## src/rtl/tvnf_pkg.sv

```systemverilog
// Shared types and constants of the tiling value noise fBm block.
// No dependencies; every module of the block imports this package.
`default_nettype none

package tvnf_pkg;

   // Default values of the top-level parameters
   localparam int MAX_OCTAVES_DEFAULT = 8;
   localparam int COORD_BITS_DEFAULT  = 16;

   // Field and register widths
   localparam int COORD_W  = 16;
   localparam int FREQ_W   = 11;
   localparam int CNT_W    = 4;
   localparam int SEED_W   = 32;
   localparam int NOISE_W  = 16;
   localparam int CSR_IDX_W  = 2;
   localparam int CSR_DATA_W = 32;

   // Internal number formats
   localparam int FRAC_W    = 16;   // cell offset fraction
   localparam int SQ_W      = 32;   // offset squared
   localparam int FADE_K_W  = 18;   // 3 - 2t on a 16-bit scale
   localparam int FADE_S_W  = 49;   // exact smoothstep value
   localparam int WEIGHT_W  = 17;   // fade weight in [0, 65536]
   localparam int HASH_W    = 32;
   localparam int CORNER_W  = 24;
   localparam int PROD_W    = CORNER_W + WEIGHT_W;
   localparam int BLEND_W   = PROD_W + 1;

   // Pipeline depth of one octave lane, counted from the coordinate stage
   localparam int LANE_LAT = 7;

   // Lattice hash multipliers
   localparam logic [HASH_W-1:0] HASH_MUL_X    = 32'd374761393;
   localparam logic [HASH_W-1:0] HASH_MUL_Y    = 32'd668265263;
   localparam logic [HASH_W-1:0] HASH_MUL_SEED = 32'd2246822519;
   localparam logic [HASH_W-1:0] HASH_MUL_MIX  = 32'd1274126177;
   localparam int unsigned       SEED_STEP     = 17;

   // Fixed-point helpers
   localparam logic [FADE_K_W-1:0] FADE_THREE  = 18'd196608;
   localparam logic [FADE_S_W-1:0] FADE_HALF   = 49'd2147483648;
   localparam logic [WEIGHT_W-1:0] WEIGHT_ONE  = 17'd65536;
   localparam logic [BLEND_W-1:0]  BLEND_HALF  = 42'd32768;

   // Register reset values
   localparam logic [FREQ_W-1:0] BASE_FREQ_RESET    = 11'd4;
   localparam logic [CNT_W-1:0]  OCTAVE_COUNT_RESET = 4'd4;
   localparam logic [SEED_W-1:0] HASH_SEED_RESET    = 32'd2654435769;

   typedef enum logic [CSR_IDX_W-1:0] {
      CSR_BASE_FREQUENCY = 2'd0,
      CSR_OCTAVE_COUNT   = 2'd1,
      CSR_HASH_SEED      = 2'd2
   } csr_index_type;

   // Configuration as seen by the datapath (frequency zero already mapped to one)
   typedef struct packed {
      logic [FREQ_W-1:0] base_frequency;
      logic [CNT_W-1:0]  octave_count;
      logic [SEED_W-1:0] hash_seed;
   } cfg_type;

endpackage

`default_nettype wire

```

## src/rtl/tvnf_accum.sv

```systemverilog
// Weighted octave sum, rounding and saturation of the fBm result.
// Three register stages; depends on tvnf_pkg for widths.
`default_nettype none

module tvnf_accum import tvnf_pkg::*; #(
   parameter int MAX_OCTAVES = MAX_OCTAVES_DEFAULT
) (
   input  wire logic                clock,
   input  wire logic                reset,
   input  wire logic                oct_valid,
   input  wire logic [CNT_W-1:0]    octave_count,
   input  wire logic [CORNER_W-1:0] oct_value [MAX_OCTAVES],
   output logic                     rsp_strobe,
   output logic      [NOISE_W-1:0]  rsp_noise_value
);

   localparam int SUM_W  = CORNER_W + MAX_OCTAVES;
   localparam int PAIR_N = (MAX_OCTAVES + 1) / 2;
   localparam logic [SUM_W:0] ROUND_HALF = (SUM_W+1)'(1) << (SUM_W - NOISE_W - 1);

   // ---------------- stage I: weight octaves, add them in pairs
   logic [SUM_W-1:0] term   [MAX_OCTAVES];
   logic [SUM_W-1:0] pair_in [PAIR_N];
   logic [SUM_W-1:0] pair_ff [PAIR_N];
   logic             valid_i_ff, valid_j_ff, strobe_ff;

   always_comb begin
      for (int i = 0; i < MAX_OCTAVES; i++) begin
         // drop octaves beyond the programmed count
         if (CNT_W'(i) < octave_count) begin
            term[i] = SUM_W'(oct_value[i]) << (MAX_OCTAVES - 1 - i);
         end else begin
            term[i] = '0;
         end
      end
      for (int k = 0; k < PAIR_N; k++) begin
         pair_in[k] = '0;
      end
      for (int i = 0; i < MAX_OCTAVES; i++) begin
         pair_in[i >> 1] = pair_in[i >> 1] + term[i];
      end
   end

   always_ff @(posedge clock) begin
      for (int k = 0; k < PAIR_N; k++) begin
         pair_ff[k] <= pair_in[k];
      end
   end

   // ---------------- stage J: total
   logic [SUM_W-1:0] sum_ff, sum_in;

   always_comb begin
      sum_in = '0;
      for (int k = 0; k < PAIR_N; k++) begin
         sum_in = sum_in + pair_ff[k];
      end
   end

   always_ff @(posedge clock) begin
      sum_ff <= sum_in;
   end

   // ---------------- stage K: round half up to 16 bits, saturate
   logic [SUM_W:0]     rounded;
   logic [NOISE_W:0]   rounded_top;
   logic [NOISE_W-1:0] noise_ff, noise_in;

   assign rounded     = (SUM_W+1)'(sum_ff) + ROUND_HALF;
   assign rounded_top = rounded[SUM_W -: (NOISE_W+1)];
   assign noise_in    = rounded_top[NOISE_W] ? '1 : rounded_top[NOISE_W-1:0];

   always_ff @(posedge clock) begin
      noise_ff <= noise_in;
   end

   always_ff @(posedge clock) begin
      if (reset) begin
         valid_i_ff <= 1'b0;
         valid_j_ff <= 1'b0;
         strobe_ff  <= 1'b0;
      end else begin
         valid_i_ff <= oct_valid;
         valid_j_ff <= valid_i_ff;
         strobe_ff  <= valid_j_ff;
      end
   end

   assign rsp_strobe      = strobe_ff;
   assign rsp_noise_value = noise_ff;

endmodule

`default_nettype wire

```

## config.mk

```make
export PLATFORM = sky130hd
export DESIGN_NAME = tvnf_accum
export DESIGN_NICKNAME = d
export VERILOG_FILES = /design/src/rtl/tvnf_pkg.sv /design/src/rtl/tvnf_accum.sv
export SDC_FILE = /design/constraint.sdc
export NUM_CORES = 1
export LEC_CHECK = 0
export ABC_AREA = 1
export BUFFER_PORTS_ARGS = -buffer_cell sky130_fd_sc_hd__buf_2
export CAP_MARGIN = 20
export CORE_MARGIN = 2
export CORE_UTILIZATION = 53
export CTS_CLUSTER_DIAMETER = 150
export CTS_CLUSTER_SIZE = 14
export DETAILED_ROUTE_END_ITERATION = 7
export PLACE_DENSITY = 0.77
export SLEW_MARGIN = 20
export SYNTH_ARGS = -nofsm -noshare
export SYNTH_HDL_FRONTEND = slang
export SYNTH_SLANG_ARGS = --single-unit
```

## constraint.sdc

```tcl
create_clock -name clock -period 3 [get_ports clock]
set_input_delay 0.45 -clock clock [delete_from_list [all_inputs] [get_ports clock]]
set_output_delay 0.45 -clock clock [all_outputs]
set_load 0.05 [all_outputs]
```

==> out/metrics.yaml <==
r2r-end: "sum_ff[30]"
antenna_found_initial: 1
syn_inst: 2230
synth_compound_area_frac: 0.0946
grtUsageMet2: 0.497
synth_edf_count: 0
die_h_um: 164
worst-endpoint-arrival_ps: 3240
final_core_utilization: 0.646
reg2regPathDepth: 13
root_buffer: "clkbuf_16"
synth_top_family_by_area: "simple AND/OR/NAND/NOR gates"
yosysMostFrequentCell: "nand2_1"
synth_simple_gate_area_frac: 0.324
setup_tns_ps: 0
leakage_nw: 9.81
ys_types: 37
hold_class: "input port to flip-flop"
ys_top_cells_by_count: "nand2_1 (552), inv_1 (517), nor2_1 (309), dfxtp_1 (138), a21oi_1 (133)"
drv_slew: 0
gr-usage-all-layers: 0.299
layout.nets: 2892
dpl.cell_count: 2827
hold_path_startpoint: "reset"
worst_slack_ps: 80.2
synth_mux_area_frac: 0
rows: 58
cap_violations: 0
min_path_cells: 2
start_util: 0.541
rr_startpoint: "pair_ff[1][15]"
yosys-top-cells-area: "dfxtp_1 (20%), nand2_1 (15%), inv_1 (14%)"
drtAntennaViolNets: 0
crit_required_ps: 3320
async_flop_share: 0
cts_htree_levels: 4
cp_num_buf_inv: 2
power_density_mw_per_mm2: 827
cts_buffers: 17
path_cells: "inv_1 -> fa_1 -> fa_1 -> inv_1 -> ha_1 -> a21oi_1 -> o21ai_1 -> nand2_1 -> nand2_1 -> a21oi_1 -> nand2_1 -> nand2_1 -> nand2_1"
critPathMaxFanout: 5
slew_headroom: 0.614
yosys_most_used_dff: "dfxtp_1"
crit_slowest_cell: "fa_1"
top_usage_layer: "met2"
grt_pass1_wl_um: 63400
synth_fp_nets: 2605
core_mm2: 0.0252
place_congestion: 0.941
vdd_ir_drop_max_mv: 0.693
hold_viol_final: 0
clk_path_buf_depth: 2
setup_viol: 0
tightest_slew_ps: 574
vias: 14100
cts_tree: "done"
use_met3: 0.0452
overflow: 0
holdPathEnd: "valid_i_ff"
ios: 216
diodes: 0
crit_top_cell: "nand2_1"
synthAdderAreaFrac: 0.188
crit_path_max_incr_delay_ps: 540
drive_above_1_share: 0.139
wl_per_cell_um: 13.8
drc: 0
syn_area_mm2: 0.0136
instances_no_fill: 2858
hpwl_um: 34300
period_minus_slack_ps: 2920
use_met1: 0.395
cts_num_sinks: 138
max_clock_freq_ghz: 0.342
cp-start-kind: "flip-flop"
path_class: "flip-flop to flip-flop"
min_period_over_period: 0.973
synth-seq-cells: 138
cp-end-kind: "flip-flop"
die-area_mm2: 0.0270
place_ws_ps: -74.2
clk_latency_ps: 430
totalWireLength_um: 39600
yosysTopAreaCell: "dfxtp_1"
area_growth_pct: 19.4
drtIter0Drc: 868
grt_pass1_vias: 13200
grt_max_degree: 26
skew_ps: 13.1
io_buffers: 214
yosysWarnings: 0
clk_pin_slew_ps: 60
synth_xor_area_frac: 0.0412
rsz0062_at_grt: "yes"
synth_area_per_cell_um2: 6.11
crit_family: "adder cells"
outcome: "finished, final reports clean"
synth.top_cell.area_share: 0.203
routed_via_density: 4.95
r2r_slack_ps: 80
seq_area_frac_synth: 0.203
die_w_um: 164
drt_pass1_iterations: 8
## metrics by stage
step	hold WS (ps)	instance area, µm²	total power, mW
final	198	16300	13.4
after global routing	198	16300	14.7
after CTS	189	16200	13.0
after detailed placement	397	15600	10.8
after global placement	388	15600	10.7
after floorplan	388	13600	8.57
## sequential cells by signal (all words and copies together), names as in the netlist
name	count
rsp_strobe	1
pair_ff	102
valid_i_ff	1
rsp_noise_value	16
valid_j_ff	1
sum_ff	17
## layout by cell type, fill, tap and decap left out, types with 46 or more instances in the layout
master and n:
nand2_1 552, fa_1 48, ha_1 124, nor2_1 304, xor2_1 49, buf_2 214, nand4_1 46, a21oi_1 125
buf_4 71, inv_1 517, dfxtp_1 138, nand3_1 118, o21ai_0 68
## what timing repair did
| action | 4_1_cts | 5_1_grt |
|---|---|---|
| resized for setup | 0 | 21 |
| hold buffers | 0 | 0 |
| endpoints found under the setup margin | 0 | 10 |
| setup buffers | 0 | 1 |
## worst max path at each step
stage	to	startpoint	cells past startpoint
floorplan	pair_ff[0][23]	octave_count[3]	19
global placement	pair_ff[0][15]	octave_count[3]	16
detailed placement	pair_ff[0][30]	octave_count[3]	15
CTS	sum_ff[30]	pair_ff[1][15]	13
global route	sum_ff[30]	pair_ff[1][15]	13
finish	sum_ff[30]	pair_ff[1][15]	13
## per-layer routing
layer | part of all wire | up-vias
li1 | - | 7414
met1 | 0.46 | 6245
met2 | 0.45 | 412
met3 | 0.055 | 63
met4 | 0.032 | 0
met5 | 0 | -
## worst register-to-register path: stages, from the launching register on
cell	delay, ps
dfxtp_1	310
inv_1	50
fa_1	510
fa_1	540
inv_1	60
ha_1	380
a21oi_1	270
o21ai_1	150
nand2_1	100
nand2_1	80
a21oi_1	200
nand2_1	70
nand2_1	60
nand2_1	50
## area by class of cell
cell class	instances	area (µm²)
fillers	2371	8920
multi-input cells	1555	8910
flip-flops and latches	138	2760
inverters	518	1940
repair buffers	287	1640
clock buffers	18	439
well taps	330	413
clock inverters	12	151
## cells by family after synthesis
group | after synthesis
adders and majority gates | 176
and+or+nand+nor | 1075
buffers and inverters | 537
DFF | 138
AOI/OAI and AO/OA | 240
xor gates and xnor gates | 64
## power breakdown
group	switching (mW)	total [mW]	leakage [nW]	internal (mW)
logic	5.55	8.65	8.36	3.10
registers	0.278	2.70	1.16	2.42
clock network	0.787	2.10	0.287	1.31
total	6.61	13.4	9.81	6.84
Power figures use the tool's default switching activity.
